==> config.mk <==
export PLATFORM = sky130hd
export DESIGN_NAME = nearest_point_to_circle_flat
export DESIGN_NICKNAME = d
export VERILOG_FILES = /design/src/rtl/core/npc_pkg.sv /design/src/rtl/core/npc_point_if.sv /design/src/rtl/core/npc_best_if.sv /design/src/rtl/core/nearest_point_to_circle.sv /design/src/rtl/core/npc_front.sv /design/src/rtl/core/npc_queue.sv /design/src/rtl/core/npc_back.sv /design/src/flat_wrapper.sv
export SDC_FILE = /design/constraint.sdc
export NUM_CORES = 2
export LEC_CHECK = 0
export BUFFER_PORTS_ARGS = -buffer_cell sky130_fd_sc_hd__buf_2
export CAP_MARGIN = 20
export CORE_ASPECT_RATIO = 1.2
export CORE_UTILIZATION = 56
export CTS_CLUSTER_SIZE = 12
export DETAILED_ROUTE_END_ITERATION = 7
export GPL_ROUTABILITY_DRIVEN = 0
export PLACE_DENSITY = 0.73
export SLEW_MARGIN = 20
export SYNTH_ARGS = -nofsm -noshare
export SYNTH_HDL_FRONTEND = slang
export SYNTH_HIERARCHICAL = 1
export SYNTH_SLANG_ARGS = --single-unit
==> constraint.sdc <==
create_clock -name clk -period 8.8 [get_ports clk]
set_input_delay 0.88 -clock clk [delete_from_list [all_inputs] [get_ports clk]]
set_output_delay 0.88 -clock clk [all_outputs]
set_load 0.02 [all_outputs]
==> src/rtl/core/npc_pkg.sv <==
// Shared widths, types and register indexes for the nearest point to circle block.
package npc_pkg;

    localparam int COORD_BITS = 16;
    // point minus center, signed, one bit wider than a coordinate
    localparam int DIFF_W = COORD_BITS + 1;
    // squared sum of two magnitudes, kept even so the root has DIFF_W bits
    localparam int SUM_W = 2 * DIFF_W;
    localparam int ROOT_W = SUM_W / 2;
    localparam int DIST_W = COORD_BITS + 1;

    localparam int CFG_IDX_W = 2;
    localparam int CFG_DATA_W = COORD_BITS;

    localparam logic [COORD_BITS-1:0] RADIUS_RESET = COORD_BITS'(48);

    typedef logic signed [COORD_BITS-1:0] coord_t;
    typedef logic [COORD_BITS-1:0] radius_t;
    typedef logic [DIST_W-1:0] dist_t;
    typedef logic [DIFF_W-1:0] mag_t;
    typedef logic [SUM_W-1:0] sum_t;

    typedef enum logic [CFG_IDX_W-1:0] {
        CFG_CENTER_X = 2'd0,
        CFG_CENTER_Y = 2'd1,
        CFG_RADIUS   = 2'd2
    } cfg_idx_t;

    // one judged point on its way from the distance unit to the compare stage
    typedef struct packed {
        coord_t point_x;
        coord_t point_y;
        logic   start_new;
        dist_t  distance;
    } job_t;

    // handshake between queue and its neighbors
    typedef struct packed {
        logic valid;
        job_t job;
    } job_xfer_t;

endpackage

==> src/rtl/core/npc_point_if.sv <==
// Input channel carrying one point per transfer.
interface npc_point_if;
    logic             valid;
    logic             ready;
    npc_pkg::coord_t  point_x;
    npc_pkg::coord_t  point_y;
    logic             start_new;

    modport source (output valid, output point_x, output point_y, output start_new,
                    input ready);
    modport sink (input valid, input point_x, input point_y, input start_new,
                  output ready);
endinterface

==> src/rtl/core/npc_best_if.sv <==
// Output channel carrying the current best point per transfer.
interface npc_best_if;
    logic             valid;
    logic             ready;
    npc_pkg::coord_t  best_x;
    npc_pkg::coord_t  best_y;
    npc_pkg::dist_t   best_distance;
    logic             replaced;

    modport source (output valid, output best_x, output best_y, output best_distance,
                    output replaced, input ready);
    modport sink (input valid, input best_x, input best_y, input best_distance,
                  input replaced, output ready);
endinterface

==> src/rtl/core/nearest_point_to_circle.sv <==
// Top level: nearest point to a configured circle, running minimum.
//
//  channel    dir  payload                                       transfer when
//  point_in   in   point_x, point_y, start_new                   valid && ready
//  best_out   out  best_x, best_y, best_distance, replaced       valid && ready
//  cfg        in   cfg_index, cfg_data                           cfg_we
//
// A point goes through the front end in steps: capture, square, add, 17
// square root steps (one result bit each) and a push into the queue. The
// square root is serial, and one point is in the front at a time.
// The compare stage updates the best as it pops the queue.
// Reset clears the store, the queue and the result register; no sweep.
// A stalled output fills the queue, then holds the front end.
module nearest_point_to_circle (
    input  logic                            clk,
    input  logic                            rst_n,
    npc_point_if.sink                       point_in,
    npc_best_if.source                      best_out,
    input  logic                            cfg_we,
    input  logic [npc_pkg::CFG_IDX_W-1:0]   cfg_index,
    input  logic [npc_pkg::CFG_DATA_W-1:0]  cfg_data
);

    npc_pkg::coord_t    center_x_reg, center_y_reg;
    npc_pkg::radius_t   radius_reg;
    npc_pkg::job_xfer_t front_job, queue_job;
    logic               front_ready, back_ready;

    always_ff @(posedge clk or negedge rst_n)
    begin
        if (!rst_n)
        begin
            center_x_reg <= '0;
            center_y_reg <= '0;
            radius_reg   <= npc_pkg::RADIUS_RESET;
        end
        else if (cfg_we)
        begin
            case (cfg_index)
                npc_pkg::CFG_CENTER_X: center_x_reg <= npc_pkg::coord_t'(cfg_data);
                npc_pkg::CFG_CENTER_Y: center_y_reg <= npc_pkg::coord_t'(cfg_data);
                npc_pkg::CFG_RADIUS:   radius_reg   <= npc_pkg::radius_t'(cfg_data);
                default:
                begin
                end
            endcase
        end
    end

    npc_front u_front (
        .clk       (clk),
        .rst_n     (rst_n),
        .point_in  (point_in),
        .center_x  (center_x_reg),
        .center_y  (center_y_reg),
        .radius    (radius_reg),
        .job_out   (front_job),
        .job_ready (front_ready)
    );

    npc_queue u_queue (
        .clk        (clk),
        .rst_n      (rst_n),
        .push       (front_job),
        .push_ready (front_ready),
        .pop        (queue_job),
        .pop_ready  (back_ready)
    );

    npc_back u_back (
        .clk       (clk),
        .rst_n     (rst_n),
        .job_in    (queue_job),
        .job_ready (back_ready),
        .best_out  (best_out)
    );

endmodule

==> src/rtl/core/npc_front.sv <==
// Front end: accepts a point and works out its distance to the circle.
module npc_front (
    input  logic                 clk,
    input  logic                 rst_n,
    npc_point_if.sink            point_in,
    input  npc_pkg::coord_t      center_x,
    input  npc_pkg::coord_t      center_y,
    input  npc_pkg::radius_t     radius,
    output npc_pkg::job_xfer_t   job_out,
    input  logic                 job_ready
);

    typedef enum logic [4:0] {
        S_IDLE = 5'b00001,
        S_MUL  = 5'b00010,
        S_SUM  = 5'b00100,
        S_ROOT = 5'b01000,
        S_PUSH = 5'b10000
    } front_state_t;

    front_state_t state_reg, state_next;

    npc_pkg::coord_t px_reg, py_reg;
    logic            start_reg;
    npc_pkg::mag_t   ax_reg, ay_reg;
    npc_pkg::sum_t   sx_reg, sy_reg;
    npc_pkg::sum_t   rem_reg, root_reg, bit_reg;

    logic signed [npc_pkg::DIFF_W-1:0] dx, dy;
    npc_pkg::mag_t  ax, ay;
    npc_pkg::sum_t  trial;
    logic [npc_pkg::ROOT_W-1:0] root_final;
    logic [npc_pkg::ROOT_W-1:0] rad_ext;

    assign dx = $signed({point_in.point_x[npc_pkg::COORD_BITS-1], point_in.point_x})
              - $signed({center_x[npc_pkg::COORD_BITS-1], center_x});
    assign dy = $signed({point_in.point_y[npc_pkg::COORD_BITS-1], point_in.point_y})
              - $signed({center_y[npc_pkg::COORD_BITS-1], center_y});
    assign ax = dx[npc_pkg::DIFF_W-1] ? npc_pkg::mag_t'(-dx) : npc_pkg::mag_t'(dx);
    assign ay = dy[npc_pkg::DIFF_W-1] ? npc_pkg::mag_t'(-dy) : npc_pkg::mag_t'(dy);

    assign trial = root_reg + bit_reg;
    assign root_final = root_reg[npc_pkg::ROOT_W-1:0];
    assign rad_ext = npc_pkg::ROOT_W'(radius);

    assign point_in.ready = (state_reg == S_IDLE);

    always_comb
    begin
        job_out.valid          = (state_reg == S_PUSH);
        job_out.job.point_x    = px_reg;
        job_out.job.point_y    = py_reg;
        job_out.job.start_new  = start_reg;
        job_out.job.distance   = (root_final >= rad_ext)
                               ? npc_pkg::dist_t'(root_final - rad_ext)
                               : npc_pkg::dist_t'(rad_ext - root_final);
    end

    always_comb
    begin
        state_next = state_reg;
        case (state_reg)
            S_IDLE: if (point_in.valid) state_next = S_MUL;
            S_MUL:  state_next = S_SUM;
            S_SUM:  state_next = S_ROOT;
            S_ROOT: if (bit_reg[0]) state_next = S_PUSH;
            S_PUSH: if (job_ready) state_next = S_IDLE;
            default: state_next = S_IDLE;
        endcase
    end

    always_ff @(posedge clk or negedge rst_n)
    begin
        if (!rst_n)
        begin
            state_reg <= S_IDLE;
        end
        else
        begin
            state_reg <= state_next;
        end
    end

    always_ff @(posedge clk)
    begin
        case (state_reg)
            S_IDLE:
            begin
                if (point_in.valid)
                begin
                    px_reg    <= point_in.point_x;
                    py_reg    <= point_in.point_y;
                    start_reg <= point_in.start_new;
                    ax_reg    <= ax;
                    ay_reg    <= ay;
                end
            end
            S_MUL:
            begin
                sx_reg <= npc_pkg::SUM_W'(ax_reg) * npc_pkg::SUM_W'(ax_reg);
                sy_reg <= npc_pkg::SUM_W'(ay_reg) * npc_pkg::SUM_W'(ay_reg);
            end
            S_SUM:
            begin
                rem_reg  <= sx_reg + sy_reg;
                root_reg <= '0;
                bit_reg  <= npc_pkg::sum_t'(1) << (npc_pkg::SUM_W - 2);
            end
            S_ROOT:
            begin
                // one result bit per cycle, restoring square root
                if (rem_reg >= trial)
                begin
                    rem_reg  <= rem_reg - trial;
                    root_reg <= (root_reg >> 1) + bit_reg;
                end
                else
                begin
                    root_reg <= root_reg >> 1;
                end
                bit_reg <= bit_reg >> 2;
            end
            default:
            begin
            end
        endcase
    end

endmodule

==> src/rtl/core/npc_queue.sv <==
// Two-entry queue between the distance front end and the compare stage.
module npc_queue (
    input  logic                clk,
    input  logic                rst_n,
    input  npc_pkg::job_xfer_t  push,
    output logic                push_ready,
    output npc_pkg::job_xfer_t  pop,
    input  logic                pop_ready
);

    npc_pkg::job_t entry_reg [2];
    logic          wr_ptr_reg, rd_ptr_reg;
    logic [1:0]    count_reg;
    logic          do_push, do_pop;

    assign push_ready = (count_reg != 2'd2);
    assign do_push    = push.valid && push_ready;
    assign pop.valid  = (count_reg != 2'd0);
    assign pop.job    = entry_reg[rd_ptr_reg];
    assign do_pop     = pop.valid && pop_ready;

    always_ff @(posedge clk or negedge rst_n)
    begin
        if (!rst_n)
        begin
            wr_ptr_reg <= 1'b0;
            rd_ptr_reg <= 1'b0;
            count_reg  <= 2'd0;
        end
        else
        begin
            if (do_push) wr_ptr_reg <= ~wr_ptr_reg;
            if (do_pop)  rd_ptr_reg <= ~rd_ptr_reg;
            count_reg <= count_reg + 2'(do_push) - 2'(do_pop);
        end
    end

    always_ff @(posedge clk)
    begin
        if (do_push) entry_reg[wr_ptr_reg] <= push.job;
    end

endmodule

==> src/rtl/core/npc_back.sv <==
// Back end: keeps the running best and drives the result register.
module npc_back (
    input  logic                clk,
    input  logic                rst_n,
    input  npc_pkg::job_xfer_t  job_in,
    output logic                job_ready,
    npc_best_if.source          best_out
);

    logic            best_valid_reg;
    npc_pkg::coord_t best_x_reg, best_y_reg;
    npc_pkg::dist_t  best_dist_reg;
    logic            out_valid_reg;
    logic            replaced_reg;
    logic            take;

    assign job_ready = !out_valid_reg || best_out.ready;
    assign take = job_in.job.start_new || !best_valid_reg
               || (job_in.job.distance < best_dist_reg);

    assign best_out.valid         = out_valid_reg;
    assign best_out.best_x        = best_x_reg;
    assign best_out.best_y        = best_y_reg;
    assign best_out.best_distance = best_dist_reg;
    assign best_out.replaced      = replaced_reg;

    always_ff @(posedge clk or negedge rst_n)
    begin
        if (!rst_n)
        begin
            best_valid_reg <= 1'b0;
            out_valid_reg  <= 1'b0;
            best_x_reg     <= '0;
            best_y_reg     <= '0;
            best_dist_reg  <= '0;
            replaced_reg   <= 1'b0;
        end
        else
        begin
            if (job_in.valid && job_ready)
            begin
                out_valid_reg <= 1'b1;
                replaced_reg  <= take;
                if (take)
                begin
                    best_valid_reg <= 1'b1;
                    best_x_reg     <= job_in.job.point_x;
                    best_y_reg     <= job_in.job.point_y;
                    best_dist_reg  <= job_in.job.distance;
                end
            end
            else if (best_out.ready)
            begin
                out_valid_reg <= 1'b0;
            end
        end
    end

endmodule

==> src/flat_wrapper.sv <==
// flat-port wrapper written by rule: the top's interface ports become plain ports
module nearest_point_to_circle_flat 
  (clk, rst_n, cfg_we, cfg_index, cfg_data, point_in_valid, point_in_point_x, point_in_point_y, point_in_start_new, point_in_ready, best_out_valid, best_out_best_x, best_out_best_y, best_out_best_distance, best_out_replaced, best_out_ready);
  npc_point_if point_in_i ();
  npc_best_if best_out_i ();
  input  logic clk;
  input  logic rst_n;
  input  logic cfg_we;
  input  logic [npc_pkg::CFG_IDX_W-1:0] cfg_index;
  input  logic [npc_pkg::CFG_DATA_W-1:0] cfg_data;
  input wire logic [$bits(point_in_i.valid)-1:0] point_in_valid;
  input wire logic [$bits(point_in_i.point_x)-1:0] point_in_point_x;
  input wire logic [$bits(point_in_i.point_y)-1:0] point_in_point_y;
  input wire logic [$bits(point_in_i.start_new)-1:0] point_in_start_new;
  output wire logic [$bits(point_in_i.ready)-1:0] point_in_ready;
  output wire logic [$bits(best_out_i.valid)-1:0] best_out_valid;
  output wire logic [$bits(best_out_i.best_x)-1:0] best_out_best_x;
  output wire logic [$bits(best_out_i.best_y)-1:0] best_out_best_y;
  output wire logic [$bits(best_out_i.best_distance)-1:0] best_out_best_distance;
  output wire logic [$bits(best_out_i.replaced)-1:0] best_out_replaced;
  input wire logic [$bits(best_out_i.ready)-1:0] best_out_ready;
  assign point_in_i.valid = point_in_valid;
  assign point_in_i.point_x = point_in_point_x;
  assign point_in_i.point_y = point_in_point_y;
  assign point_in_i.start_new = point_in_start_new;
  assign point_in_ready = point_in_i.ready;
  assign best_out_valid = best_out_i.valid;
  assign best_out_best_x = best_out_i.best_x;
  assign best_out_best_y = best_out_i.best_y;
  assign best_out_best_distance = best_out_i.best_distance;
  assign best_out_replaced = best_out_i.replaced;
  assign best_out_i.ready = best_out_ready;
  nearest_point_to_circle u_core (.clk(clk), .rst_n(rst_n), .point_in(point_in_i), .best_out(best_out_i), .cfg_we(cfg_we), .cfg_index(cfg_index), .cfg_data(cfg_data));
endmodule
Word-level counts from Yosys, hierarchy flattened
Memory sizes are Yosys's and may differ from the RTL's. Cells that the tools add are included.

Bits in writable memories: 100. Flip-flop bits (word level): 346. Logic and storage cells: 91. ROM bits: 0. Memories kept: 1. Latch bits: 0. Output and inout port bits: 52. Bits of input ports: 56.

Reductions and logical operators: 18. Add/subtract/negate cells: 12. Eq/ne operators: 12. Multiplexer cells: 16. Bitwise operators: 2. Div/mod/pow operators: 0. Multiply operators: 2. Shift-type cells: 0. Order comparisons: 3.

Memories: u_core.u_queue.entry_reg (depth 2, bits a word 50, rd ports 1, clocked after Yosys merged registers in 0, write ports 1, RTL line npc_queue.sv:11) `npc_pkg::job_t entry_reg [2];`.

Operators with widths (count): 34-bit case mux with 2 select lines (3); 34-bit adder (2); 17-bit by 17-bit multiplier with 34-bit output (2); 34-bit 2-to-1 mux (2); 33-bit by 34-bit adder with 34-bit output (1); 34-bit >= comparator (1); 17-bit negator (2); 16-bit by 16-bit subtractor with 17-bit output (2); 34-bit subtractor (1); 16-bit 2-to-1 mux (2); 5-bit case mux with 5 select lines (1); 17-bit by 16-bit >= comparator with 1-bit output (1); 17-bit < comparator (1); 17-bit 2-to-1 mux (1); 16-bit by 17-bit subtractor with 17-bit output (1); 17-bit by 16-bit subtractor with 17-bit output (1); 5-bit 2-to-1 mux (3); 2-bit AND reduction (6); 2-bit != test, second input constant (4); 2-bit nonzero test (3); 5-bit by 1-bit equality test with 1-bit output, second input constant (1); 5-bit by 2-bit equality test with 1-bit output, second input constant (1); 5-bit by 3-bit equality test with 1-bit output, second input constant (1); 5-bit by 4-bit equality test with 1-bit output, second input constant (1); 13 further kinds (21).

Logic depth before layout (Yosys ltp)
Word-level depth: 4. Depth in mapped cells: 24. Gate-level depth less buffers: 24.

Cells and area by module
The synthesis kept the hierarchy.

By module, submodules not included: npc_front (seq. area each 6672.6 sq um, cells an instance 3594, area each 33253.1 sq um, times used 1); npc_queue (seq. area each 3103.0 sq um, cells an instance 173, area each 3832.4 sq um, times used 1); npc_back (seq. area each 1301.2 sq um, cells an instance 171, area each 2558.7 sq um, times used 1); nearest_point_to_circle (seq. area each 1203.7 sq um, cells an instance 102, area each 1818.0 sq um, times used 1).

Worst setup path after synthesis
OpenSTA, ideal clock, no wires.

Path type: reg-to-reg. Start: reg u_core.u_front.root_reg[10]. End: reg u_core.u_front.rem_reg[0] (enable). Setup time: 0.436 ns. Slack: 2.294 ns. Stages on the path, launching flop included: 21. Path buffers: 1. Period minus slack after synthesis: 6.506 ns. Data required time: 8.364 ns. Data arrival time: 6.069 ns. Path through: edfxtp_1 -> ha_1 -> a31o_2 -> a31oi_1 -> o21bai_1 -> a31oi_1 -> o21ba_2 -> nand2_1 -> a21oi_1 -> mux2_2 -> a2111oi_0 -> ha_1 -> nand3_1 -> nor3_1 -> nand2_1 -> nor3_1 -> nor3_1 -> o31ai_1 -> clkbuf_1 -> nand3_1 -> a21oi_1.

Longest elaborated chain between the ends: 4.

Ends and longest elaborated chain: start: declaration (RTL line npc_front.sv:27) `npc_pkg::sum_t rem_reg, root_reg, bit_reg;`; start signal: assignment (RTL line npc_front.sv:115) `root_reg <= (root_reg >> 1) + bit_reg;`; start signal: assignment (RTL line npc_front.sv:119) `root_reg <= root_reg >> 1;`; 34-bit adder (RTL line npc_front.sv:42) `assign trial = root_reg + bit_reg;`; 34-bit >= comparator (RTL line npc_front.sv:112) `if (rem_reg >= trial)`; 2-bit != test (no source line); 2-bit AND reduction (no source line); end signal: assignment (RTL line npc_front.sv:105) `rem_reg <= sx_reg + sy_reg;`; end signal: assignment (RTL line npc_front.sv:114) `rem_reg <= rem_reg - trial;`; end: declaration (RTL line npc_front.sv:27).

Every way passes these cells. A chain may end at the register's enable or synchronous reset.

Worst setup path after layout
Start: reg u_core.u_front.ay_reg[7]. End: reg u_core.u_front.sy_reg[32] (data pin).

Longest elaborated chain between the ends: 1.

Ends and longest elaborated chain: start: declaration (RTL line npc_front.sv:25) `npc_pkg::mag_t ax_reg, ay_reg;`; start signal: assignment (RTL line npc_front.sv:95) `ay_reg <= ay;`; 17-bit by 17-bit multiplier with 34-bit output (RTL line npc_front.sv:101) `sy_reg <= npc_pkg::SUM_W'(ay_reg) * npc_pkg::SUM_W'(ay_reg);`; end signal: assignment (RTL line npc_front.sv:101); end: declaration (RTL line npc_front.sv:26) `npc_pkg::sum_t sx_reg, sy_reg;`.

Every way passes these cells.

==> impl_results.md <==
- Status: finished, final reports clean
- FF+latch area: 0.0123 mm2
- Worst rel slew slack: 0.269
- Ant. Diodes: 0
- DR DRC count: 0
- Unrepaired setup endpoints after global routing: false
- Maxcap violations: 0
- Max Clock Skew: 0.0383 ns
- Sequential fraction of the synthesis area: 0.296
- Area of the core: 0.0728 mm2
- Ys Warns: 6
- Mapped cell area: 0.0415 mm2
- Top_reg_cell synth: edfxtp_1
- Cell family with most CP delay: adder cells
- Post-CTS Resized: 0
- Worst Hold Class: in2async
- Initial DRT Pass Iterations: 6
- Max FO, Critical Path: 17
- FF+latch count, synth: 427
- Worst skew pair latency: 0.60 ns
- CTS Buffer Depth: 3
- Share of cells above drive strength 1: 0.0989
- Synth cell types: 91
- Post-CTS Setup Inserts: 0
- Syn-to-layout area delta: 7.00%
- Arrival time at the worst endpoint: 7.43 ns
- # setup viols final: 0
- Largest stage delay, worst path: 0.79 ns
- Synthesized area per cell: 10.3 um2
- Endpoints failing hold: 0
- Average routed wire per standard cell: 18.9 um
- Layout fillers: 5894
- Vias in the first global route: 29900
- Initial Util: 0.569
- Max reg flops: 100
- Critical path, cell by cell: and2_1, inv_1, fa_1, inv_1, fa_1, inv_1, fa_1, inv_1, fa_1, fa_1, inv_1, fa_1, inv_1, ha_1, a21o_1, a31o_2, a2111oi_0, a31oi_1, a41oi_1, o21ai_0, o31a_1, mux2i_1, nand2_1
- Period minus WS final: 7.12 ns
- Global Route Usage Sum: 0.262
- DR iter-0 viols: 1584
- TritonCTS clock tree: done
- First-pass GRT wire length: 155000 um
- ANT nets after route: 0
- Cell taking the most area after synthesis: edfxtp_1
- Global route total overflow: 0
- Multi-input logic area: 0.0261 mm2
- Ys async rst share: 0.255
- Ports: 108
- Max Freq: 140 MHz
- Number of hold buffers added after CTS: 0
- Via Count: 29000
- Fin. max-slew vios: 0
- Port bufs: 107
- DRT Wirelength: 96000 um
- WS Path Type: reg2reg
- Die X: 250 um
- Post-layout util: 0.609
- Worst-Margin Slew: 1.10 ns
- EDFF count, synth: 318
- Layout net count: 4954
- Crit end category: flop
- Slowest library cell on the worst path: edfxtp_1
- WP buf/inv: 6
- Vias/cell: 5.70
- Post-synth top area share: 0.230
- Total CTS buffers: 46
- Clock Pin Slew Worst Setup and Hold Paths: 0.07 ns
- Largest net degree at the start of global routing: 79
- Number of antenna violations at the first check in global routing: 1
- Syn Nets: 4885
- H-tree Lvls: 2
- Setup crit start kind: flop
- CP Data Required Time: 9.11 ns
- Setup TNS: 0 ns
- DIE AREA: 0.0751 mm2
- HPWL after DPL: 75300 um
- CTS root buffer: clkbuf_16
- Rows: 108
- Synth area leaders: edfxtp_1, fa_1, ha_1
- Period utilisation layout: 0.809
- CTS Sinks: 427
- Height of the die: 300 um
- Synth Instances: 4040
## metal layers
metal  vias to the layer above  global-route usage  share of wire
met2                       726               0.474           0.51
met4                         2               0.125          0.050
met3                       227              0.0281          0.043
met5                         -                   0        0.00018
li1                      13700                   -              -
met1                     14300               0.310           0.39
## path summary, 6_finish.rpt
| path | startpoint | endpoint | slack, ns | depth (start not counted) |
|---|---|---|---|---|
| min reg2reg | u_core/u_front/py_reg[11] | u_core/u_queue/entry_reg[0][29] | 0.44 | 0 |
| min in group clk | u_core/u_front/py_reg[11] | u_core/u_queue/entry_reg[0][29] | 0.44 | 0 |
| max | u_core/u_front/ay_reg[7] | u_core/u_front/sy_reg[32] | 1.68 | 23 |
| max reg2reg | u_core/u_front/ay_reg[7] | u_core/u_front/sy_reg[32] | 1.68 | 23 |
| max in group asynchronous | rst_n | u_core/center_y_reg[5] | 7.25 | 2 |
| min | rst_n | u_core/u_back/best_out.best_x[15] | 0.29 | 1 |
## worst register-to-register path, delay by kind of cell (launching register included)
family          cells  cell delay (ns)
simple gates        2             0.35
buf+inv             6             0.33
mux                 1             0.15
fa+ha+maj           7             3.27
compound gates      7             1.95
flops               1             0.79
## layout by cell type, fill, tap and decap left out, types with 9 or more instances in the layout
cell type and count:
and2_1 135, and3_1 33, or4_1 13, nand4_1 19, clkbuf_16 47, buf_2 106
a31o_2 22, xor2_1 81, a21oi_1 201, a21o_1 74, nor3_1 58, ha_1 404
a21boi_0 9, clkbuf_1 19, dfrtp_1 105, nor2_1 150, nand2_1 302, nand3_1 50
xnor2_1 156, nor2b_1 43, nand2b_1 36, inv_1 704, o211ai_1 13, o21bai_1 30
o21ai_0 124, o21a_1 24, or3_1 14, a211oi_1 32, fa_1 385, mux2_4 49
o31ai_1 22, mux2i_1 13, buf_4 22, a31oi_1 53, edfxtp_1 318, mux2_2 100
nor4_1 13
## cell type report
| class | instances | area share |
|---|---|---|
| Multi-Input combinational cell | 2801 | 0.588 |
| Clock buffer | 70 | 0.0294 |
| Timing Repair Buffer | 128 | 0.0157 |
| Inverter | 705 | 0.0596 |
| Clock inverter | 16 | 0.00451 |
| Sequential cell | 427 | 0.277 |
| Tap cell | 935 | 0.0264 |
## metrics by stage
stage	area [um2]	worst slack, ns	std cells	hold WS (ns)
after global placement	42900	1.93	4996	0.423
final	44400	1.68	5082	0.291
after detailed placement	42900	1.76	4996	0.431
after CTS	44400	1.70	5082	0.282
after global routing	44400	1.30	5082	0.331
after floorplan	41500	2.29	4040	0.421
## cells in the mapped netlist (32+ instances only)
cell and count:
nor2b_1 44, mux2_4 49, nor3_1 59, xnor2_1 156, mux2_2 100, dfrtp_1 106
o21ai_0 124, nand3_1 50, ha_1 404, nor2_1 153, nand2b_1 36, and2_1 135
a21oi_1 204, a211oi_1 32, xor2_1 81, fa_1 385, inv_1 705, a21o_1 74
edfxtp_1 318, nand2_1 302, and3_1 35, clkbuf_1 84, a31oi_1 53
## cell families after synthesis
group / Yosys count / synth area share
xor gates and xnor gates: 237 / 0.0501
DFF: 427 / 0.296
adders and majority gates: 789 / 0.308
muxes: 166 / 0.0491
and+or+nand+nor: 912 / 0.109
buffers and inverters: 812 / 0.0769
AOI/OAI and AO/OA: 697 / 0.111
Power is not shown: default switching activity piles up to over one toggle a cycle in this logic, so the estimate is an artifact.
